--- src/hw/rtl/qte_pkg.sv ---
`timescale 1ns / 1ps
`default_nettype none
package qte_pkg;
	localparam int CORDIC_STAGES_DEF = 16;
	localparam int QUAT_BITS_DEF = 16;
	localparam int ANG_FRAC = 24;
	// sums carry 30 fraction bits; worst case |sum| < 2^33, keep margin
	localparam int VEC_W = 36;
	localparam int ANG_W = 28;
	localparam logic signed [ANG_W-1:0] HALF_PI_A = 28'sd26353589;
	localparam logic signed [15:0] ROLL_LIM = 16'sd25736;
	localparam logic signed [14:0] PITCH_LIM = 15'sd12868;
	localparam int SQ_W = 62;

	function automatic logic signed [ANG_W-1:0] atan_step(input int i);
		logic signed [ANG_W-1:0] r;
		begin
			unique case (i)
				0: r = 28'sd13176795;
				1: r = 28'sd7778716;
				2: r = 28'sd4110060;
				3: r = 28'sd2086331;
				4: r = 28'sd1047214;
				5: r = 28'sd524117;
				6: r = 28'sd262123;
				7: r = 28'sd131069;
				default: r = (i <= ANG_FRAC) ? ANG_W'(1) <<< (ANG_FRAC - i) : '0;
			endcase
			return r;
		end
	endfunction

	typedef struct packed {
		logic signed [VEC_W-1:0] x;
		logic signed [VEC_W-1:0] y;
		logic signed [ANG_W-1:0] z;
	} vec_t;
endpackage
`default_nettype wire

--- src/hw/rtl/qte_cordic_cell.sv ---
`timescale 1ns / 1ps
`default_nettype none
// One vectoring micro-rotation, registered. Stalls with the pipeline enable.
module qte_cordic_cell #(
	parameter int STAGE = 0
) (
	input wire logic clk,
	input wire logic en,
	input wire qte_pkg::vec_t d,
	output qte_pkg::vec_t q
);
	import qte_pkg::*;
	vec_t n;
	always_comb begin
		if (d.y > 0) begin
			n.x = d.x + (d.y >>> STAGE);
			n.y = d.y - (d.x >>> STAGE);
			n.z = d.z + atan_step(STAGE);
		end else begin
			n.x = d.x - (d.y >>> STAGE);
			n.y = d.y + (d.x >>> STAGE);
			n.z = d.z - atan_step(STAGE);
		end
	end
	always_ff @(posedge clk) begin
		if (en) q <= n;
	end
endmodule
`default_nettype wire

--- config.mk ---
export PLATFORM = sky130hd
export DESIGN_NAME = qte_cordic_cell
export DESIGN_NICKNAME = d
export VERILOG_FILES = /design/src/hw/rtl/qte_pkg.sv /design/src/hw/rtl/qte_cordic_cell.sv
export SDC_FILE = /design/constraint.sdc
export NUM_CORES = 1
export LEC_CHECK = 0
export CAP_MARGIN = 20
export CORE_MARGIN = 4
export CORE_UTILIZATION = 55
export CTS_BUF_LIST = sky130_fd_sc_hd__clkbuf_2
export DETAILED_ROUTE_END_ITERATION = 6
export DONT_BUFFER_PORTS = 1
export PLACE_DENSITY = 0.7
export SETUP_SLACK_MARGIN = 0.3
export SYNTH_ARGS = -nofsm -noshare
export SYNTH_HDL_FRONTEND = slang
export SYNTH_SLANG_ARGS = --single-unit
--- constraint.sdc ---
create_clock -name clk -period 8 [get_ports clk]
set_input_delay 2.4 -clock clk [delete_from_list [all_inputs] [get_ports clk]]
set_output_delay 2.4 -clock clk [all_outputs]
set_load 0.01 [all_outputs]
; After elaboration in Yosys (flattened, before gate mapping)
; Index checks and enable logic that the tools add are counted.
[word_totals]
output_inout_bits = 100
register_bits = 100
input_bits = 102
word_cells = 10
[classes]
order_cmp = 1
add_sub_neg = 5
mux = 1
[op_table]
columns = op, count
row1 = 2-to-1 mux 100 bit, 1
row2 = subtractor 36 bit, 2
row3 = adder 36 bit, 1
row4 = > comparator 36 x 1 -> 1 bit (second input constant), 1
row5 = adder 28 x 25 -> 28 bit (second input constant), 1
row6 = subtractor 28 x 25 -> 28 bit (second input constant), 1

; Longest topological paths before layout
; Gate-level depths: netlist (run 1).
[depth]
ltp_word = 2
ltp_mapped = 18
depth_no_buf = 15

; Worst setup path after synthesis (run 1)
; Ideal clock, no wire load.
[synth_path]
kind = input -> register
start = input d[40] in the netlist's numbering
end = register q[26] in the netlist's numbering, data pin
slack_ns = 1.883
t_arrival_ns = 5.860
path_stages = 16
n_path_buf = 2
setup_ns = 0.258
path_cell_list = nor4_1 -> nand4_1 -> nor2_1 -> a41o_1 -> clkbuf_1 -> buf_1 -> ha_1 -> nor2b_1 -> o31a_1 -> o21bai_1 -> a31o_2 -> a21oi_1 -> o41ai_2 -> o221ai_1 -> a21oi_1 -> xnor2_1
[synth_rtl]
columns = element, line
row1 = "start, declared", qte_cordic_cell.sv:9  ; input wire qte_pkg::vec_t d,
row2 = "end signal, assigned", qte_cordic_cell.sv:26  ; if (en) q <= n;
row3 = "end, declared", qte_cordic_cell.sv:10  ; output qte_pkg::vec_t q

==> run_results.csv, run 1 <==
group,metric,value,unit
power_and_ir_drop,p_int,0.00102,W
min_path,hold_class,"in2reg",
global_route,globalRoute.totalOverflow,0,
power_and_ir_drop,p_leak,4.62,nW
global_route,grtUsageTotal,27.7,%
route,avgRoutedWirePerCell,20.9,microns
setup_path,cp-start-kind,"input pin",
timing,maxSlewViolCount,0,
floorplanning,die_h,147,microns
power_and_ir_drop,ir_drop,77.6,uV
route,dr.first_iter.drc_count,930,
placement,port_buffers,0,
route,detail-route-antenna-nets,0,
layout,multiInputGateArea,7010,sq um
timing,post-route-min-period,5.77,ns
clock_network,cts_tree,"done",
power_and_ir_drop,power.switching,0.000667,W
timing,rsz0062_at_grt,"no",
layout,drive_above_1_share,4.08,%
synthesis,synthesis.nets,1494,
layout,regMostFlops,"q",
synthesis,yosys_warnings,0,
layout,largestRegisters,"q (99)",
floorplanning,coreArea,18900,sq um
job,maxCapViolations,0,
global_route,grt_pass1_wl,48100,microns
setup_path,crit_path_end_kind,"flop",
global_route,grt_pass1_vias,8812,
timing,post-route-period-util,72.2,%
route,drt_pre_antenna_iters,6,
setup_path,crit_type,"in2reg",
floorplanning,ios,202,
timing,final.setup.tns,0,ns
clock_network,postCtsSetupRepairBufs,0,
synthesis,syn_inst,1257,
floorplanning,start_util,56.4,%
route,post-route-drc-count,0,
global_route,antenna_found_initial,2,
timing,whs,1.79,ns
timing,worst_pin_slew,0.750,ns
layout,regArea,2970,sq um
layout,fillers,1744,
placement,routabilityCongestion,0.984,
placement,pre_cts_slack,1.62,ns
power_and_ir_drop,pwr-share-clk,16.0,%
setup_path,cp_max_fo,32,
power_and_ir_drop,finalPower,0.00169,W
synthesis,avgSynthCellArea,8.48,sq um
timing,postLayoutSetupSlackWorst,2.23,ns
clock_network,clock-sinks,99,
setup_path,cp_data_arrival_time,6.20,ns
layout,largest_register_ff_count,99,
timing,fmaxAchievable,173,MHz
global_route,grt_max_degree,100,
setup_path,cp.required,8.43,ns
layout,syn2layout_area_growth,2.35,%
power_and_ir_drop,power_frac_seq,46.1,%
synthesis,synthArstFlopShare,0,%
route,via_per_inst,6.24,
power_and_ir_drop,power.density,155,nW/um^2
floorplanning,die_x,147,microns
synthesis,synth-edff-count,99,
synthesis,ys_seq_area_share,27.9,%
timing,setup_viol,0,
min_path,worstHoldEndpoint,"q[80]$_DFFE_PP_",
synthesis,ys_ff_latch,99,
min_path,hp-start,"en",
min_path,hold_depth,0,
floorplanning,rows,50,
clock_network,root_buffer,"clkbuf_2",
power_and_ir_drop,switching_share,39.6,%
timing,max-slew-margin-rel,49.6,%
clock_network,clock_path_buffers,2,
timing,finalHoldViolations,0,
layout,layout.nets,1456,
placement,place_hpwl,24400,microns
power_and_ir_drop,p_comb_share,37.9,%
route,vias,9270,
synthesis,yosys_most_used_dff,"edfxtp_1",
route,wl,31000,microns
synthesis,synth.distinct_cells,79,
status,status,"completed",
clock_network,cts_hold_buf,0,
synthesis,synth_area,10700,sq um
clock_network,cts.clk_slew.worst_paths,0.39,ns
clock_network,cts_resized,0,
clock_network,htree_num_levels,3,
clock_network,cts_buffers,9,
floorplanning,die_area,21700,sq um
[critical path, cell delays in order]
cell and delay (ns):
nor4_1 0.65, nand4_1 0.17, nor2_1 0.14, a41o_2 0.23, buf_4 0.34, ha_1 0.34, nor2b_1 0.16, o31a_1 0.27
o21bai_1 0.19, a31o_2 0.20, a21oi_1 0.11, o41ai_2 0.49, o221ai_1 0.22, a21oi_1 0.20, xnor2_1 0.07
[Yosys cell counts, types with 10 or more instances]
cell      count  share of area (%)
o31ai_1      13               0.92
o21bai_1     31                2.2
clkbuf_1     26               0.92
buf_2        10               0.47
nor2b_1      16               0.94
a21oi_1     144                6.8
a21o_1       42                3.0
nand3_1      20               0.94
mux2i_1      12                1.1
buf_1        13               0.46
inv_1       115                4.0
o21ai_0      60                2.8
o21a_1       10               0.70
ha_1        131                 15
nor2_1      108                3.8
xor2_1       11               0.90
o21ai_1      13               0.61
a31oi_1      14               0.82
a211oi_1     11               0.77
nor4_1       17                1.0
nand2b_1     15               0.88
nand2_1      63                2.2
edfxtp_1     99                 28
nor3_1       30                1.4
xnor2_1      82                6.7
[power by group through the flow]
stage	registers [W]	clock network [W]	logic [W]
after floorplan	0.000773	0	0.000491
after global placement	0.000792	0	0.000619
after detailed placement	0.000792	0	0.000621
after CTS	0.000780	0.000274	0.000627
after global routing	0.000785	0.000298	0.000702
final	0.000777	0.000270	0.000639
[logic make-up after synthesis]
logic type,after synthesis,share of synthesized area (%)
compound gates,418,25.7
mux,13,1.23
xor+xnor,93,7.64
fa+ha+maj,135,16.1
simple gates,325,15.0
flops,99,27.9
buf+inv,174,6.38
[metal layers]
layer | share of wire (%) | track usage (%) | wire length [microns]
met5 | 0 | 0 | 0
met4 | 2.9 | 8.95 | 892
met3 | 9.3 | 6.66 | 2890
met2 | 45 | 43.2 | 13900
met1 | 43 | 37.9 | 13300
[final cells by class]
class / instances / area share, %
Timing Repair Buffer: 3 / 0.206
Tap cell: 260 / 2.98
Inverter: 122 / 4.20
Multi-Input combinational cell: 984 / 64.2
Clock inverter: 7 / 0.677
Clock buffer: 9 / 0.413
Antenna cell: 2 / 0.0459
Sequential cell: 99 / 27.2
[worst max path at each step]
stage	from	endpoint	slack (ns)	cells past startpoint
3_5_place_dp	d[61]	q[26]$_DFFE_PP_	1.62	15
5_1_grt	d[61]	q[26]$_DFFE_PP_	1.98	15
2_1_floorplan	d[40]	q[26]$_DFFE_PP_	1.88	16
6_report	d[61]	q[26]$_DFFE_PP_	2.23	15
4_1_cts	d[61]	q[26]$_DFFE_PP_	2.33	15
3_3_place_gp	d[61]	q[26]$_DFFE_PP_	1.66	15
[placed cells by master (no fill, tap or decap), drive strengths merged, types with 4 or more instances in the layout]
cell type	instances
nor4	18
o21bai	31
nor2	108
edfxtp	99
nand3	20
clkbuf	9
inv	121
nor2b	16
xor2	11
o31a	4
nand2	63
nor3b	4
or4	5
nor3	30
and4	4
and2	6
o21ai	73
a31oi	14
clkinv	7
a21oi	145
o31ai	14
mux2i	12
nand2b	15
a21o	42
o211ai	9
ha	131
and3	9
or2	5
a2111oi	7
a211oi	13
xnor2	82
a31o	6
o21a	10
fa	4
or3	8
a221oi	11
a211o	4
nand4	9
[per-stage QoR]
| stage | util (%) | cells | area, sq um |
|---|---|---|---|
| 2_1_floorplan | - | 1257 | 10700 |
| 3_3_place_gp | 57.1 | 1468 | 10800 |
| 3_5_place_dp | 57.1 | 1468 | 10800 |
| 4_1_cts | 57.7 | 1484 | 10900 |
| 5_1_grt | 57.8 | 1486 | 10900 |
| 6_report | 57.8 | 1486 | 10900 |
Power figures use the tool's default switching activity.
==> inputs of run 2 (changes only) <==
- ABC_AREA: unset -> 1
- PLACE_DENSITY: 0.7 -> 0.73
- clock period: 8 -> 4.6 ns (I/O delays scaled with it)
==> run 2 against run 1 <==
  * Design area rose by 21%
  * Sequential cell count did not move
  * Total power rose by 91%
  * Die area rose by 20%
  * Sequential share of layout area fell by 4.7 points
  * Count of clock-buffer cells in the layout did not move
  * Sequential power rose by 70%
  * Clock power rose by 82%
==> run_results.csv, run 2 <==
group,metric,value,unit
floorplanning,die_h,161,microns
global_route,met1_usage,43.5,%
timing,finalHoldViolations,0,
global_route,grtUsageTotal,33.8,%
floorplanning,die_x,161,microns
floorplanning,coreArea,22800,sq um
status,status,"completed",
clock_network,root_buffer,"clkbuf_2",
synthesis,synthesis.nets,2227,
layout,layout_common_cells,"nand2_1, inv_1, nand3_1, nor2_1, a21oi_1",
layout,finish.utilization,57.8,%
synthesis,synth.distinct_cells,42,
timing,final.setup.tns,0,ns
synthesis,synth_area,12900,sq um
setup_path,cp-start-kind,"input pin",
route,avgRoutedWirePerCell,19.7,microns
layout,regArea,2970,sq um
global_route,met2_usage,57.3,%
global_route,grt_max_degree,100,
power_and_ir_drop,p_leak,6.69,nW
job,maxCapViolations,0,
clock_network,clock_path_buffers,2,
floorplanning,ios,202,
synthesis,synth_top_area_share,23.1,%
layout,layout.nets,2208,
clock_network,htree_num_levels,3,
layout,final_cell_count_no_fill,2290,
min_path,hp-start,"en",
global_route,grt_pass1_wl,68700,microns
synthesis,synth.most_common_cell,"nand2_1",
layout,largest_register_ff_count,99,
clock_network,postCtsSetupRepairBufs,0,
placement,place_hpwl,37800,microns
timing,worst_pin_slew,0.902,ns
global_route,globalRoute.totalOverflow,0,
layout,syn2layout_area_growth,2.48,%
setup_path,critPathLaunch,"d[59]",
setup_path,cp.required,5.10,ns
setup_path,cp_data_arrival_time,4.63,ns
layout,largestRegisters,"q (99)",
floorplanning,rows,55,
synthesis,ys_ff_latch,99,
route,dr.first_iter.drc_count,1360,
setup_path,crit_path_end_kind,"flop",
timing,rsz0062_at_grt,"no",
synthesis,yosys_most_used_dff,"edfxtp_1",
synthesis,synth_top_area_cell,"edfxtp_1",
global_route,grt-busiest-layer,"met2",
global_route,grt_pass1_vias,12783,
timing,post-route-period-util,89.6,%
placement,port_buffers,0,
route,vias,13236,
route,wl,45100,microns
synthesis,synth.area.top_cells,"edfxtp_1, nand2_1, ha_1",
layout,drive_above_1_share,5.87,%
route,detail-route-antenna-nets,0,
timing,max-slew-margin-rel,39.9,%
setup_path,cp_max_fo,55,
clock_network,clock-sinks,99,
floorplanning,start_util,56.4,%
power_and_ir_drop,ir_drop,153,uV
synthesis,syn_inst,1990,
synthesis,synthArstFlopShare,0,%
synthesis,avgSynthCellArea,6.47,sq um
clock_network,cts_hold_buf,0,
setup_path,crit_type,"in2reg",
route,drt_pre_antenna_iters,6,
min_path,hold_class,"in2reg",
clock_network,cts_tree,"done",
clock_network,cts.clk_slew.worst_paths,0.39,ns
layout,regMostFlops,"q",
placement,dp.cells,2273,
global_route,use_met3,5.64,%
global_route,antenna_found_initial,2,
placement,routabilityCongestion,1.04,
timing,maxSlewViolCount,0,
synthesis,yosys_warnings,0,
timing,post-route-min-period,4.12,ns
layout,multiInputGateArea,8380,sq um
floorplanning,die_area,25900,sq um
synthesis,synth_common_cells,"nand2_1, inv_1, nand3_1",
timing,setup_viol,0,
route,post-route-drc-count,0,
synthesis,ys_seq_area_share,23.1,%
synthesis,synth-edff-count,99,
clock_network,cts_buffers,9,
timing,fmaxAchievable,243,MHz
layout,final_common_cell,"nand2_1",
route,via_per_inst,5.78,
clock_network,cts_resized,0,
layout,fillers,2309,
power_and_ir_drop,power.density,244,nW/um^2
## run 2: cell count changes in the layout (fill, tap and decap cells not counted), moves of 16 or more
cell	delta
inv_1	+192
o21ai_0	+27
nand3_1	+154
nor2b_1	-16
nor2_2	+21
xnor2_1	-75
nand2_1	+529
nor2_1	+51
xor2_1	+44
a21o_1	-36
## run 2: worst paths after layout
check	to	slack (ns)	cells after the start
hold / removal	q[72]$_DFFE_PP_	0.76	0
setup / recovery	q[27]$_DFFE_PP_	0.48	16
## run 2: layout make-up
class / count / area share [%]
diodes: 1 / 0.0190
clock buffers: 9 / 0.341
clock inverters: 7 / 0.607
inverters: 315 / 8.96
multi-input cells: 1529 / 63.5
flip-flops and latches: 99 / 22.5
well taps: 313 / 2.97
repair buffers: 17 / 1.06
## run 2: logic make-up (layout without fill, tap and decap cells)
logic type	count (synthesis)	after routing	synth area share, %
compound gates	303	303	13.2
xor+xnor	62	62	4.22
fa+ha+maj	135	135	13.3
buf+inv	362	348	11.9
flops	99	99	23.1
other cells	0	1	0
simple gates	1029	1029	34.3
## run 2: through the flow
| stage | cell area [sq um] | hold slack [ns] | worst slack, ns | power (W) |
|---|---|---|---|---|
| 4_1_cts | 13200 | 0.739 | 0.621 | 0.00319 |
| 5_1_grt | 13200 | 0.689 | 0.430 | 0.00342 |
| 6_report | 13200 | 0.761 | 0.478 | 0.00322 |
| 2_1_floorplan | 12900 | 1.49 | 0.707 | 0.00232 |
| 3_3_place_gp | 13100 | 1.50 | -0.108 | 0.00270 |
| 3_5_place_dp | 13100 | 1.50 | -0.159 | 0.00271 |
## run 2: worst max-delay path, stage by stage
cell and delay (ns):
inv_1 0.06, nand4_1 0.28, nor3_1 0.41, nand4_1 0.42, nand2_4 0.22, inv_2 0.15, buf_4 0.38, ha_1 0.44
a21oi_1 0.21, o21ai_0 0.15, nand2_1 0.08, nand3_1 0.07, a21oi_1 0.15, nand2_1 0.07, nand3_1 0.06, nand2_1 0.06
## run 2: power breakdown
part           internal [W]  switching, W  total, W
clock             0.0000938      0.000398  0.000492
sequential          0.00118      0.000139   0.00132
combinational      0.000440      0.000970   0.00141
total               0.00171       0.00151   0.00322
## run 2: per-layer routing
metal | vias to the layer above | part of all wire [%]
met3 | 96 | 9.3
met4 | 0 | 3.9
met1 | 6089 | 41
met2 | 712 | 46
met5 | - | 0
li1 | 6339 | -
==> inputs of run 3 (changes only) <==
- CORE_ASPECT_RATIO: unset -> 1.1
==> run 3 against run 2 <==
  * Sequential share of layout area rose by 0.14 points
  * Global-route usage down 0.089 points
  * Critical path depth down 3
  * Clock power is 1% higher
  * Utilization fell by 0.57 points
  * Sequential power about the same
  * Non-clock buffer count fell by 7
  * Cell count decreased by 0.87%
==> run_results.csv, run 3 (same netlist as run 2, synthesis figures left out) <==
group,metric,value,unit
status,status,"completed",
clock_network,postCtsSetupRepairBufs,0,
layout,regMostFlops,"q",
timing,post-route-period-util,85.7,%
global_route,antenna_found_initial,1,
global_route,met2_usage,57.2,%
timing,max-slew-margin-rel,44.3,%
layout,final_cell_count_no_fill,2270,
layout,syn2layout_area_growth,1.85,%
floorplanning,start_util,56.2,%
min_path,hold_class,"in2reg",
route,avgRoutedWirePerCell,20.0,microns
route,dr.first_iter.drc_count,1237,
clock_network,cts_buffers,9,
timing,setup_viol,0,
power_and_ir_drop,p_leak,6.65,nW
timing,post-route-min-period,3.94,ns
layout,largestRegisters,"q (99)",
timing,final.setup.tns,0,ns
layout,largest_register_ff_count,99,
timing,rsz0062_at_grt,"no",
placement,dp.cells,2253,
setup_path,cp.required,5.02,ns
timing,finalHoldViolations,0,
setup_path,crit_path_end_kind,"flop",
global_route,grt-busiest-layer,"met2",
setup_path,worstPathCellList,"inv_1, nand4_1, nor2_1, nand4_1, nand2_4, inv_2, ha_1, a21oi_1, a21boi_1, o21ai_0, nand2_1, nand3_1, xor2_1",
layout,layout.nets,2201,
floorplanning,ios,202,
clock_network,clock_path_buffers,2,
route,vias,13236,
global_route,use_met3,4.63,%
global_route,grtUsageTotal,33.7,%
route,post-route-drc-count,0,
clock_network,cts.clk_slew.worst_paths,0.39,ns
min_path,hp-start,"en",
global_route,globalRoute.totalOverflow,0,
setup_path,max_stage_delay,0.37,ns
route,wl,45500,microns
layout,drive_above_1_share,5.54,%
timing,fmaxAchievable,254,MHz
global_route,grt_max_degree,100,
placement,port_buffers,0,
route,detail-route-antenna-nets,0,
layout,final_common_cell,"nand2_1",
global_route,grt_pass1_vias,12500,
setup_path,cp-start-kind,"input pin",
clock_network,cts_resized,0,
timing,postLayoutSetupSlackWorst,0.658,ns
route,via_per_inst,5.83,
min_path,worstHoldEndpoint,"q[56]$_DFFE_PP_",
floorplanning,die_area,25900,sq um
setup_path,crit_type,"in2reg",
clock_network,cts_hold_buf,0,
floorplanning,rows,58,
floorplanning,die_h,169,microns
setup_path,cp_data_arrival_time,4.37,ns
floorplanning,coreArea,22900,sq um
route,drt_pre_antenna_iters,6,
floorplanning,die_x,154,microns
global_route,grt_pass1_wl,68400,microns
setup_path,slowest_stage,"ha_1",
setup_path,cp_max_fo,14,
job,maxCapViolations,0,
clock_network,htree_num_levels,3,
clock_network,clock-sinks,99,
setup_path,crit_top_cell,"nand4_1",
placement,pre_cts_slack,0.0602,ns
clock_network,root_buffer,"clkbuf_2",
power_and_ir_drop,ir_drop,131,uV
layout,layout_common_cells,"nand2_1, inv_1, nand3_1, nor2_1, a21oi_1",
power_and_ir_drop,power.density,246,nW/um^2
timing,worst_pin_slew,0.836,ns
placement,routabilityCongestion,0.970,
timing,maxSlewViolCount,0,
min_path,hold_depth,0,
global_route,met1_usage,43.7,%
placement,place_hpwl,37900,microns
clock_network,cts_tree,"done",
run 3: changes by cell type in the layout (fill, tap and decap cells not counted):
cell and change:
buf_4 -6, buf_12 -1
run 3: area by class of cell:
type                            count  area (sq um)
Timing Repair Buffer               10          75.1
Clock buffer                        9          45.0
Sequential cell                    99          2970
Tap cell                          300           375
Multi-Input combinational cell   1529          8380
Antenna cell                        1          2.50
Inverter                          315          1180
Clock inverter                      7          80.1
Fill cell                        2398          9810
run 3: where the power goes:
part | switching, W | internal, W | total (W)
Sequential | 0.000137 | 0.00118 | 0.00132
Clock | 0.000403 | 0.0000942 | 0.000497
Combinational | 0.000974 | 0.000433 | 0.00141
run 3: per-stage QoR:
step / hold WS (ns) / cell area (sq um) / util [%] / total power, W
2_1_floorplan: 1.49 / 12900 / - / 0.00232
3_3_place_gp: 1.50 / 13000 / 56.6 / 0.00269
3_5_place_dp: 1.50 / 13000 / 56.6 / 0.00270
4_1_cts: 0.719 / 13100 / 57.2 / 0.00319
5_1_grt: 0.718 / 13100 / 57.2 / 0.00342
6_report: 0.780 / 13100 / 57.2 / 0.00322
run 3: worst max-delay path by stage:
| stage | start | end | slack, ns | cells after the start |
|---|---|---|---|---|
| after floorplan | d[29] | q[24]$_DFFE_PP_ | 0.71 | 17 |
| after global placement | d[29] | q[24]$_DFFE_PP_ | 0.11 | 14 |
| after detailed placement | d[29] | q[24]$_DFFE_PP_ | 0.06 | 14 |
| after CTS | d[29] | q[23]$_DFFE_PP_ | 0.79 | 13 |
| after global routing | d[29] | q[23]$_DFFE_PP_ | 0.53 | 13 |
| final | d[29] | q[23]$_DFFE_PP_ | 0.66 | 13 |
run 3: metal layers:
layer  wire length (microns)  part of all wire [%]
met2                   21100                    46
met1                   18500                    41
met3                    3940                   8.7
met4                    1850                   4.1
met5                       0                     0
run 3: critical path, delay by kind of cell:
kind | cells | cell delay, ns
AO/OA/AOI/OAI | 3 | 0.81
XOR/XNOR | 1 | 0.15
AND/OR/NAND/NOR | 6 | 1.26
adder cells (fa/ha/maj) | 1 | 0.37
buffers and inverters | 2 | 0.37
