<file path="src/hw/rtl/qte_pkg.sv">
`timescale 1ns / 1ps
`default_nettype none
package qte_pkg;
	localparam int CORDIC_STAGES_DEF = 16;
	localparam int QUAT_BITS_DEF = 16;
	localparam int ANG_FRAC = 24;
	// sums carry 30 fraction bits; worst case |sum| < 2^33, keep margin
	localparam int VEC_W = 36;
	localparam int ANG_W = 28;
	localparam logic signed [ANG_W-1:0] HALF_PI_A = 28'sd26353589;
	localparam logic signed [15:0] ROLL_LIM = 16'sd25736;
	localparam logic signed [14:0] PITCH_LIM = 15'sd12868;
	localparam int SQ_W = 62;

	function automatic logic signed [ANG_W-1:0] atan_step(input int i);
		logic signed [ANG_W-1:0] r;
		begin
			unique case (i)
				0: r = 28'sd13176795;
				1: r = 28'sd7778716;
				2: r = 28'sd4110060;
				3: r = 28'sd2086331;
				4: r = 28'sd1047214;
				5: r = 28'sd524117;
				6: r = 28'sd262123;
				7: r = 28'sd131069;
				default: r = (i <= ANG_FRAC) ? ANG_W'(1) <<< (ANG_FRAC - i) : '0;
			endcase
			return r;
		end
	endfunction

	typedef struct packed {
		logic signed [VEC_W-1:0] x;
		logic signed [VEC_W-1:0] y;
		logic signed [ANG_W-1:0] z;
	} vec_t;
endpackage
`default_nettype wire

</file>
<file path="src/hw/rtl/qte_sqrt_cell.sv">
`timescale 1ns / 1ps
`default_nettype none
// One step of the digit-by-digit square root: resolves one result bit.
// rem/res follow the classic bit-pair method; BIT_POS is the pair index.
module qte_sqrt_cell #(
	parameter int BIT_POS = 0
) (
	input wire logic clk,
	input wire logic en,
	input wire logic [qte_pkg::SQ_W-1:0] rem_d,
	input wire logic [qte_pkg::SQ_W-1:0] res_d,
	output logic [qte_pkg::SQ_W-1:0] rem_q,
	output logic [qte_pkg::SQ_W-1:0] res_q
);
	import qte_pkg::*;
	localparam logic [SQ_W-1:0] BIT = SQ_W'(1) << (2 * BIT_POS);
	logic [SQ_W-1:0] trial;
	always_comb trial = res_d + BIT;
	always_ff @(posedge clk) begin
		if (en) begin
			if (rem_d >= trial) begin
				rem_q <= rem_d - trial;
				res_q <= (res_d >> 1) + BIT;
			end else begin
				rem_q <= rem_d;
				res_q <= res_d >> 1;
			end
		end
	end
endmodule
`default_nettype wire

</file>
<file path="config.mk">
export PLATFORM = sky130hd
export DESIGN_NAME = qte_sqrt_cell
export DESIGN_NICKNAME = d
export VERILOG_FILES = /design/src/hw/rtl/qte_pkg.sv /design/src/hw/rtl/qte_sqrt_cell.sv
export SDC_FILE = /design/constraint.sdc
export NUM_CORES = 1
export LEC_CHECK = 0
export ABC_CLOCK_PERIOD_IN_PS = 6300
export BUFFER_PORTS_ARGS = -buffer_cell sky130_fd_sc_hd__buf_4
export CORE_MARGIN = 2
export CORE_UTILIZATION = 25
export DETAILED_ROUTE_END_ITERATION = 16
export PLACE_DENSITY = 0.51
export SYNTH_ARGS = -nofsm -noshare
export SYNTH_HDL_FRONTEND = slang
export SYNTH_SLANG_ARGS = --single-unit
export TNS_END_PERCENT = 100
</file>
<file path="constraint.sdc">
create_clock -name clk -period 6.3 [get_ports clk]
set_clock_uncertainty 0.05 [all_clocks]
set_input_delay 0.945 -clock clk [delete_from_list [all_inputs] [get_ports clk]]
set_output_delay 0.945 -clock clk [all_outputs]
set_load 0.03 [all_outputs]
</file>
# Word level (Yosys, flattened, before mapping)
# Cells that the tools add are included.
totals:
  register_bits: 124
  in_bits: 126
  out_inout_bits: 124
  elab_cells: 9
classes:
  add_sub_neg: 3
  magnitude_cmp: 1
  n_mux: 2
ops:
  columns: ["op", "count"]
  rows:
  - ["adder 61 x 1 -> 62 bit (second input constant)", 1]
  - ["adder 62 x 1 -> 62 bit (second input constant)", 1]
  - ["greater-or-equal comparator 62 bit", 1]
  - ["2-to-1 mux 62 bit", 1]
  - ["subtractor 62 bit", 1]
  - ["2-to-1 mux 61 bit", 1]

# Logic depth before layout (Yosys ltp)
# Gate-level depths: netlist (run 1).
logic_depth:
  word_depth: 3
  depth_mapped: 23
  mapped_depth_nobuf: 18

# Worst setup path after synthesis (run 1)
# Ideal clock, no wire load.
synth_timing:
  path_kind: "in2reg"
  startpoint: "in res_d[3] in the netlist's numbering"
  endpoint: "reg rem_q[14] in the netlist's numbering, data pin"
  t_arrival_ps: 5195
  required_time_ps: 5990
  slack_ps: 795
  path_stages: 21
  path_buffers: 4
  cell_sequence: "clkbuf_1 -> nand3_1 -> nor2_1 -> and3_1 -> nand3_1 -> or3_1 -> or2_1 -> nor2_1 -> xnor2_1 -> ha_1 -> buf_2 -> a21oi_1 -> o21ai_0 -> a31oi_1 -> o221ai_1 -> a2111o_1 -> a21oi_2 -> o211a_1 -> buf_6 -> buf_2 -> mux2_2"
synth_via:
  elab_chain_cells: 3
  word_cells_on_any_way: 4
  classes_between: "2 x add/sub; 1 x order compare; 1 x mux"
synth_lines:
  columns: ["element", "line_no", "text"]
  rows:
  - ["start: declaration", "qte_sqrt_cell.sv:11", "input wire logic [qte_pkg::SQ_W-1:0] res_d,"]
  - ["adder 62 x 1 -> 62 bit (*)", "qte_sqrt_cell.sv:18", "always_comb trial = res_d + BIT;"]
  - ["subtractor 62 bit or greater-or-equal comparator 62 bit (tied branches)", "qte_sqrt_cell.sv:22, qte_sqrt_cell.sv:21", null]
  - ["2-to-1 mux 62 bit (*)", "qte_sqrt_cell.sv:21", "if (rem_d >= trial) begin"]
  - ["end signal: assignment", "qte_sqrt_cell.sv:22", "rem_q <= rem_d - trial;"]
  - ["end signal: assignment", "qte_sqrt_cell.sv:25", "rem_q <= rem_d;"]
  - ["end: declaration", "qte_sqrt_cell.sv:12", "output logic [qte_pkg::SQ_W-1:0] rem_q,"]
# Every way passes the cells marked *; elsewhere a longest branch is shown, timed or not.
# A chain may end at the register's enable or synchronous reset.

# Worst setup path after layout (run 1)
layout_timing:
  startpoint: "in res_d[8] in the netlist's numbering"
  endpoint: "reg rem_q[14] in the netlist's numbering, data pin"
# The elaborated chain is that of the path after synthesis.

==> out/results.txt, run 1 <==
Status: finished, final reports clean
Synth top area share: 34.7%
Inst Count DP: 2016
Setup Viol. Count Final: 0
Detailed-route via count: 10406
CP startpoint kind: primary input
Setup Fix Bufs, Post-CTS: 0
Wire length per cell: 21.5 um
Vias in the first global route: 10152
Leak Pwr: 5.61 nW
IR drop worst, VDD: 122 uV
RePlAce Congestion: 0.936
Worst-margin pin slew: 0.888 ns
# DRC: 0
Syn avg cell area: 8.65 um2
RSZ-0062 raised after global routing: false
Final critical-path required period: 5.83 ns
H-tree depth: 4
Yosys reg bits: 124
Die W: 211 um
Maximum clock frequency: 172 MHz
Area Overhead vs Synth: 31.1%
Final worst path period share: 92.5%
Crit Path Class: in -> reg
Initial antenna violation count: 6
Row Count: 75
Starting DRC count in detailed routing: 910
Hold Buf Count CTS: 0
Final setup TNS: 0 ns
Cell taking the most area after synthesis: edfxtp_1
Die area: 0.0446 mm2
Drt via density: 5.07
Worst-path maximum fanout: 21
CP endpoint kind: register
Yosys cell types: 72
M3 GR Usage: 3.55%
Worst-path clk slew: 0.06 ns
Top cells by count, synth: 178 x nand2_1, 124 x edfxtp_1, 103 x xor2_1
Area contributors post-synth: edfxtp_1 35%, xor2_1 8.4%, ha_1 7.5%
Predominant post-synthesis flop cell: edfxtp_1
Syn Std Cell Area: 0.0107 mm2
Clock sink count: 124
Setup ws final: 0.473 ns
Maximum root-to-sink buffer count: 2
Met2 Use GR: 31.1%
Router iterations before antenna repair: 5
Layout Nets: 1687
Async SR Flop Fraction: 0%
DP Wirelength: 35900 um
Seq/Total Area, Yosys: 34.7%
Number of flops mapped to enable cells by yosys: 124
Hold_ws: 0.751 ns
Cells after synthesis: 1241
Fillers: 4419
GR Util met1: 26.6%
GRT Util Overall: 19.6%
I/O Pins: 250
CP Data Arrival Time: 5.96 ns
Final wirelength: 44200 um
Core ar.: 0.0421 mm2
Pwr dens: 232 mW/mm2
IO buf count: 249
Syn nets: 1432
Min-Delay Path Class: in -> reg
Layout cells sized above 1: 23.9%
Die height: 211 um
Initial core utilization: 25.5%
Global-route wire length before repair: 64200 um
Fin cells: 2052
Synth Warn #: 0
Inserted Clock Buffers: 17
Top-count cell post-synth: nand2_1
Max-cap violation count: 0
GRT overflow: 0
ANT nets after route: 0
Worst slack at placement: 0.147 ns
Pins Over Slew Limit: 0
Largest net degree at the start of global routing: 64
Worst path required time: 6.44 ns
Post-cts gate resize count: 0
Final hold vios: 0
TritonCTS clock tree: built
Relative slew slack: 40.8%
Busiest grt layer: met2
Clock root cell: clkbuf_16
-- cell usage in the layout, fill, tap and decap left out, types with 6 or more instances in the layout --
| master | Yosys | layout |
|---|---|---|
| nand2b_1 | 13 | 13 |
| ha_1 | 64 | 64 |
| buf_4 | 3 | 291 |
| o31ai_1 | 11 | 11 |
| or3_1 | 6 | 6 |
| buf_12 | 0 | 6 |
| o21ai_0 | 86 | 86 |
| clkbuf_16 | 0 | 17 |
| and2_1 | 8 | 8 |
| o21a_1 | 14 | 14 |
| a21oi_1 | 74 | 74 |
| nor3_1 | 43 | 43 |
| nor2_1 | 96 | 96 |
| nor4_1 | 9 | 9 |
| nand3_1 | 49 | 49 |
| inv_1 | 21 | 21 |
| xnor2_1 | 66 | 66 |
| a211oi_1 | 9 | 9 |
| nand2_1 | 178 | 178 |
| xor2_1 | 103 | 103 |
| o21ai_1 | 8 | 8 |
| nor2b_1 | 8 | 8 |
| and3_1 | 26 | 26 |
| a21o_1 | 27 | 27 |
| edfxtp_1 | 124 | 124 |
| o21bai_1 | 11 | 11 |
| and4_1 | 8 | 8 |
| nand4_1 | 37 | 37 |
-- layer usage --
layer / part of all wire [%] / wire [um]
met4: 2.5 / 1090
met1: 45 / 19900
met5: 0.052 / 23
met2: 46 / 20400
met3: 6.4 / 2800
-- critical path, cell delays in order --
cell and delay (ns):
buf_4 0.12, and3_1 0.24, and3_1 0.30, and3_1 0.24, nand3_1 0.24, or3_1 0.51, or2_1 0.30, nor2_1 0.16
xnor2_1 0.15, ha_1 0.34, a21oi_1 0.23, o21ai_0 0.16, a31oi_1 0.21, o221ai_1 0.16, a2111o_1 0.41, a21oi_2 0.24
o211a_4 0.34, buf_12 0.18, buf_12 0.14, mux2_2 0.33
-- cell type report --
cell class,instances,area (um2),share of cell area [%]
clock buffers,17,425,3.02
well taps,539,674,4.79
diodes,4,10.0,0.0711
inverters,21,78.8,0.560
multi-input cells,1035,6660,47.3
flip-flops and latches,124,3720,26.5
repair buffers,297,2300,16.4
clock inverters,15,196,1.40
-- flip-flops by register name, summed over array words and instances, names as in the netlist --
register  count
rem_q        62
res_q        62
-- final timing paths --
path,slack [ns],startpoint,end,cells past startpoint
min,0.75,rem_d[8],rem_q[8]$_DFFE_PP_,3
max,0.47,res_d[8],rem_q[14]$_DFFE_PP_,20
-- where the power goes --
| group | leakage, nW | switching (mW) | internal [mW] |
|---|---|---|---|
| logic | 4.10 | 0.691 | 0.417 |
| clock network | 0.299 | 0.420 | 0.662 |
| registers | 1.21 | 0.0414 | 1.03 |
| total | 5.61 | 1.15 | 2.11 |
-- through the flow --
stage / area [um2] / power, mW / util [%]
3_3_place_gp: 13400 / 2.19 / 31.9
5_1_grt: 14100 / 3.41 / 33.4
6_report: 14100 / 3.26 / 33.4
4_1_cts: 14100 / 3.29 / 33.4
3_5_place_dp: 13400 / 2.19 / 31.9
2_1_floorplan: 10700 / 1.73 / -
-- cell families after synthesis --
logic type	count (synthesis)	share of synthesized area, %
compound gates	285	16.8
xor+xnor	169	13.8
simple gates	511	23.2
mux	5	0.513
fa+ha+maj	65	7.64
buf+inv	82	3.36
flops	124	34.7
(Power assumes the default switching activity.)
==> inputs of run 2 (changes only) <==
--- a/config.mk
+++ b/config.mk
@@ -5,7 +5,7 @@
 export SDC_FILE = /design/constraint.sdc
 export NUM_CORES = 1
 export LEC_CHECK = 0
-export ABC_CLOCK_PERIOD_IN_PS = 6300
+export ABC_CLOCK_PERIOD_IN_PS = 7300
 export BUFFER_PORTS_ARGS = -buffer_cell sky130_fd_sc_hd__buf_4
 export CORE_MARGIN = 2
 export CORE_UTILIZATION = 25
==> constraint.sdc (replaced) <==
create_clock -name clk -period 7.3 [get_ports clk]
set_clock_uncertainty 0.05 [all_clocks]
set_input_delay 1.095 -clock clk [delete_from_list [all_inputs] [get_ports clk]]
set_output_delay 1.095 -clock clk [all_outputs]
set_load 0.03 [all_outputs]
==> run 2 against run 1 <==
- combinational power is 16% lower
- die area unchanged
- sequential share of layout area is 0.69 points higher
- largest cell class unchanged
==> out/results.txt, run 2 (synthesized netlist as in run 1, its figures left out) <==
Flop pwr share: 33.6% (+0.8 points)
Initial core utilization: 25.5% (unchanged)
Worst-path clk slew: 0.07 ns (about the same)
Leak Pwr: 5.40 nW (-3.8%)
Die height: 211 um (unchanged)
Core ar.: 0.0421 mm2 (unchanged)
Relative slew slack: 29.3% (-11 points)
Initial antenna violation count: 3 (-3)
Final wirelength: 44100 um (about the same)
Hold Buf Count CTS: 0 (unchanged)
Status: finished, final reports clean
Final setup TNS: 0 ns (unchanged)
Router iterations before antenna repair: 5 (unchanged)
Inserted Clock Buffers: 17 (unchanged)
CP Data Arrival Time: 6.46 ns (+0.50 ns)
Most common cell after layout, fill and taps aside: buf_4
Detailed-route via count: 10229 (-1.7%)
RSZ-0062 raised after global routing: false
Layout Nets: 1652 (-2.1%)
Starting DRC count in detailed routing: 730 (-20%)
GRT overflow: 0 (unchanged)
Clock sink count: 124 (unchanged)
Final worst path period share: 85.9%
H-tree depth: 4 (unchanged)
TritonCTS clock tree: built
Switching share of power: 35.9% (+0.54 points)
Combinational share of power: 34.1% (about the same)
Worst slack at placement: 0.715 ns (+0.568 ns)
Maximum clock frequency: 159 MHz
Final critical-path required period: 6.27 ns
Vias in the first global route: 10106 (-0.45%)
Final hold vios: 0 (unchanged)
Critical-path cell list: buf_4 -> nand3_1 -> nor2_1 -> and3_1 -> nand3_1 -> or3_1 -> or2_1 -> xor2_1 -> ha_1 -> nand4_1 -> nor4_1 -> nor2b_1 -> a32oi_1 -> o21ai_1 -> o31a_1 -> and4b_1 -> o41ai_1
Worst path max stage delay: 0.85 ns (+0.34 ns)
Setup Fix Bufs, Post-CTS: 0 (unchanged)
Most frequent cells in the layout: 260 x buf_4, 178 x nand2_1, 124 x edfxtp_1
Worst-path maximum fanout: 9 (-57%)
CP endpoint kind: register
Pwr dens: 200 mW/mm2 (-14%)
Layout cells sized above 1: 21.8% (-2.1 points)
Cell Int Power: 1.76 mW (-16%)
CP startpoint kind: primary input
RePlAce Congestion: 0.927 (-1.0%)
Global-route wire length before repair: 65100 um (+1.3%)
DP Wirelength: 36200 um (+0.80%)
Finished Cell Area: 0.0137 mm2 (-2.6%)
Sw Pwr: 0.985 mW (-15%)
Placed inst area: 0.0131 mm2 (-2.3%)
Die W: 211 um (unchanged)
GRT Util Overall: 19.8% (+0.19 points)
# DRC: 0 (unchanged)
IO buf count: 249 (unchanged)
Worst path required time: 7.49 ns (+1.05 ns)
Min-Delay Path Class: in -> reg
Crit Path Class: in -> reg
Setup ws final: 1.03 ns (+0.557 ns)
Die area: 0.0446 mm2 (unchanged)
Most frequent CP cell: nand3_1
Row Count: 75 (unchanged)
Drt via density: 5.08 (+0.15%)
I/O Pins: 250 (unchanged)
Critical path's slowest cell: nor4_1
Biggest regs: rem_q x62, res_q x62
Post-cts gate resize count: 0 (unchanged)
ANT nets after route: 0 (unchanged)
Area Overhead vs Synth: 27.7%
Maximum root-to-sink buffer count: 2 (unchanged)
Clock root cell: clkbuf_16
Worst-margin pin slew: 1.06 ns (+0.172 ns)
Setup Viol. Count Final: 0 (unchanged)
Pins Over Slew Limit: 0 (unchanged)
IR drop worst, VDD: 114 uV (-6.2%)
Max-cap violation count: 0 (unchanged)
Largest net degree at the start of global routing: 81 (+27%)
Proportion of power drawn by the clock network: 32.2% (-1.0 points)
Wire length per cell: 21.9 um (+1.8%)
Final Util: 32.6% (-0.85 points)
run 2: cell count changes in the layout (fill, tap and decap cells not counted):
cell / delta
buf_12: -4
buf_4: -31
bufinv_16: -1
clkbuf_1: +1
clkinv_1: +2
clkinv_2: -1
diode_2: -2
inv_6: -2
run 2: worst max-delay path: cells and delay by family:
family	cells	cell delay (ns)
adders and majority gates	1	0.45
and+or+nand+nor	10	3.35
AOI/OAI and AO/OA	4	1.24
xor gates and xnor gates	1	0.17
buffers and inverters	1	0.14
run 2: power by group through the flow:
stage          combinational, mW  clock, mW  sequential [mW]
2_1_floorplan              0.409          0             1.09
3_3_place_gp               0.939          0            0.940
3_5_place_dp               0.936          0            0.938
4_1_cts                    0.941      0.903            0.926
5_1_grt                     1.02      0.925            0.931
6_report                   0.937      0.885            0.923
run 2: routing by layer:
layer | track usage [%] | part of all wire [%] | vias to the layer above | wire [um]
met1 | 27.3 | 46 | 4897 | 20200
met5 | 0 | 0.036 | - | 16
met3 | 3.03 | 5.3 | 35 | 2340
li1 | - | - | 4959 | -
met2 | 32.3 | 47 | 336 | 20800
met4 | 5.22 | 1.7 | 2 | 750
run 2: through the flow:
step	total power, mW	std cells	hold slack (ns)
global route	2.87	2014	0.887
floorplan	1.50	1241	1.16
global placement	1.88	1981	1.34
finish	2.74	2014	0.892
CTS	2.77	2012	0.878
detailed placement	1.87	1981	1.35
run 2: area by class of cell:
| type | instances | area (um2) |
|---|---|---|
| flip-flops and latches | 124 | 3720 |
| well taps | 539 | 674 |
| repair buffers | 262 | 1990 |
| multi-input cells | 1035 | 6660 |
| inverters | 21 | 78.8 |
| fillers | 4440 | 28400 |
| diodes | 2 | 5.00 |
| clock inverters | 13 | 151 |
| clock buffers | 18 | 429 |
run 2: worst paths after layout:
kind | startpoint | end | slack, ns | cells after the start
worst max-delay path | res_d[3] | rem_q[60]$_DFFE_PP_ | 1.03 | 17
worst min-delay path | rem_d[52] | rem_q[52]$_DFFE_PP_ | 0.89 | 3
==> inputs of run 3 (changes only) <==
--- a/config.mk
+++ b/config.mk
@@ -7,6 +7,7 @@
 export LEC_CHECK = 0
 export ABC_CLOCK_PERIOD_IN_PS = 7300
 export BUFFER_PORTS_ARGS = -buffer_cell sky130_fd_sc_hd__buf_4
+export CORE_ASPECT_RATIO = 2
 export CORE_MARGIN = 2
 export CORE_UTILIZATION = 25
 export DETAILED_ROUTE_END_ITERATION = 16
==> run 3 against run 2 <==
- sequential share of layout area decreased by 0.28 points
- first-iteration DRC count up 4.7%
- sequential cell count unchanged
- clock-buffer cell count is 1 lower
- global-route usage grew 0.88 points
- via count increased by 2.4%
- sequential power about the same
- hold slack worse by 0.021 ns
- critical endpoint is now rem_q[14]$_DFFE_PP_
- largest cell class unchanged
==> out/results.txt, run 3 (synthesized netlist as in run 1, its figures left out) <==
Die height: 297 um (+41%)
Initial antenna violation count: 4 (+1)
IR drop worst, VDD: 147 uV (+29%)
Setup Viol. Count Final: 0 (unchanged)
TritonCTS clock tree: built
Fin cells: 2034 (+0.99%)
Leak Pwr: 5.48 nW (+1.5%)
DP Wirelength: 38200 um (+5.7%)
Router iterations before antenna repair: 5 (unchanged)
Area Overhead vs Synth: 29.0%
Inst Count DP: 2000 (+0.96%)
Final setup TNS: 0 ns (unchanged)
Relative slew slack: 23.1% (-6.2 points)
Status: finished, final reports clean
ANT nets after route: 0 (unchanged)
Vias in the first global route: 10659 (+5.5%)
Pins Over Slew Limit: 0 (unchanged)
IO buf count: 249 (unchanged)
Final hold vios: 0 (unchanged)
Most common cell after layout, fill and taps aside: buf_4
Worst-path maximum fanout: 41 (+32)
Most frequent cells in the layout: 272 x buf_4, 178 x nand2_1, 124 x edfxtp_1
GRT overflow: 0 (unchanged)
CP startpoint kind: primary input
Fillers: 4504 (+1.4%)
Hold Path End: rem_q[53]$_DFFE_PP_
Largest net degree at the start of global routing: 65 (-20%)
Total power draw: 2.79 mW (+1.8%)
Starting DRC count in detailed routing: 764 (+4.7%)
Core ar.: 0.0424 mm2 (+0.72%)
DR top layer: met5
Die area: 0.0447 mm2 (+0.22%)
Pwr dens: 202 mW/mm2 (+0.72%)
Maximum root-to-sink buffer count: 2 (unchanged)
Final critical-path required period: 6.18 ns (-0.0899 ns)
Initial core utilization: 25.3% (-0.18 points)
# DRC: 0 (unchanged)
Drt via density: 5.15 (+1.4%)
I/O Pins: 250 (unchanged)
Setup Fix Bufs, Post-CTS: 0 (unchanged)
H-tree depth: 4 (unchanged)
Hold wc startpoint: rem_d[53]
Row Count: 107 (+43%)
RePlAce Congestion: 0.902 (-2.6%)
Global-route wire length before repair: 67300 um (+3.5%)
Layout Nets: 1665 (+0.79%)
CP endpoint kind: register
M1 wire length: 15500 um (-23%)
Min-Delay Path Class: in -> reg
Inserted Clock Buffers: 17 (unchanged)
Wire length per cell: 22.8 um (+4.1%)
Clock sink count: 124 (unchanged)
CP Data Arrival Time: 6.33 ns (-0.13 ns)
Maximum clock frequency: 162 MHz (+1.5%)
Crit Path Class: in -> reg
Final wirelength: 46400 um (+5.1%)
Post-cts gate resize count: 0 (unchanged)
Final Util: 32.7% (+0.099 points)
Routed wl met2: 25500 um (+23%)
Worst-margin pin slew: 1.15 ns (+0.0882 ns)
Worst-path clk slew: 0.07 ns (about the same)
Hold Buf Count CTS: 0 (unchanged)
Detailed-route via count: 10472 (+2.4%)
Clock root cell: clkbuf_16
Final worst path period share: 84.7% (-1.2 points)
RSZ-0062 raised after global routing: false
Max-cap violation count: 0 (unchanged)
Biggest regs: rem_q x62, res_q x62
Worst path required time: 7.45 ns (-0.04 ns)
Met3 wire length: 2220 um (-5.2%)
Layout cells sized above 1: 22.9% (+1.1 points)
Die W: 151 um (-29%)
GRT Util Overall: 20.7% (+0.88 points)
WHS Path Cells: 3 (unchanged)
-- run 3: changes by cell type in the layout (fill, tap and decap cells not counted) --
cell	change
buf_12	+1
bufinv_16	-1
inv_6	+6
inv_8	+3
clkinv_1	-4
clkinv_4	-1
buf_4	+12
clkbuf_1	-1
clkinv_2	-1
-- run 3: layer usage --
layer | up-vias | GRT usage [%]
met2 | 399 | 39.2
met4 | 4 | 13.1
met5 | - | 0
met1 | 4970 | 20.1
li1 | 4986 | -
met3 | 113 | 3.37
-- run 3: worst max path at each step --
stage	from	end
finish	res_d[15]	rem_q[14]$_DFFE_PP_
CTS	res_d[15]	rem_q[6]$_DFFE_PP_
detailed placement	res_d[15]	rem_q[6]$_DFFE_PP_
floorplan	res_d[3]	rem_q[14]$_DFFE_PP_
global placement	res_d[15]	rem_q[6]$_DFFE_PP_
global route	res_d[15]	rem_q[19]$_DFFE_PP_
-- run 3: area by class of cell --
| class | count | area, um2 | share of cell area [%] |
|---|---|---|---|
| inverter | 21 | 78.8 | 0.569 |
| sequential | 124 | 3720 | 26.9 |
| clock buffer | 17 | 425 | 3.07 |
| antenna | 2 | 5.00 | 0.0361 |
| multi-input combinational | 1035 | 6660 | 48.1 |
| timing repair buffer | 275 | 2100 | 15.2 |
| tap | 545 | 682 | 4.92 |
| clock inverter | 15 | 179 | 1.29 |
-- run 3: through the flow --
stage	area, um2	hold WS [ns]	setup WS (ns)
3_5_place_dp	13300	1.34	0.734
5_1_grt	13900	0.883	0.772
6_report	13900	0.871	1.12
4_1_cts	13900	0.854	1.19
2_1_floorplan	10700	1.16	1.65
3_3_place_gp	13300	1.34	0.867
-- run 3: power by group --
group          switching, mW  total [mW]  internal (mW)
registers             0.0372       0.925          0.888
logic                  0.605       0.959          0.354
clock network          0.394       0.910          0.516
-- run 3: worst max-delay path: stages --
cell and delay, ns:
buf_4 0.12, and3_1 0.25, nand3_2 0.24, nor3_1 0.49, nand2_1 0.21, or3_1 0.48, or2_1 0.29, nor2_1 0.16
xnor2_1 0.15, ha_1 0.34, a21oi_1 0.24, o21ai_0 0.17, a31oi_1 0.22, o221ai_1 0.18, a2111o_1 0.42, a21oi_2 0.17
o211a_4 0.44, buf_12 0.27, mux2_2 0.36
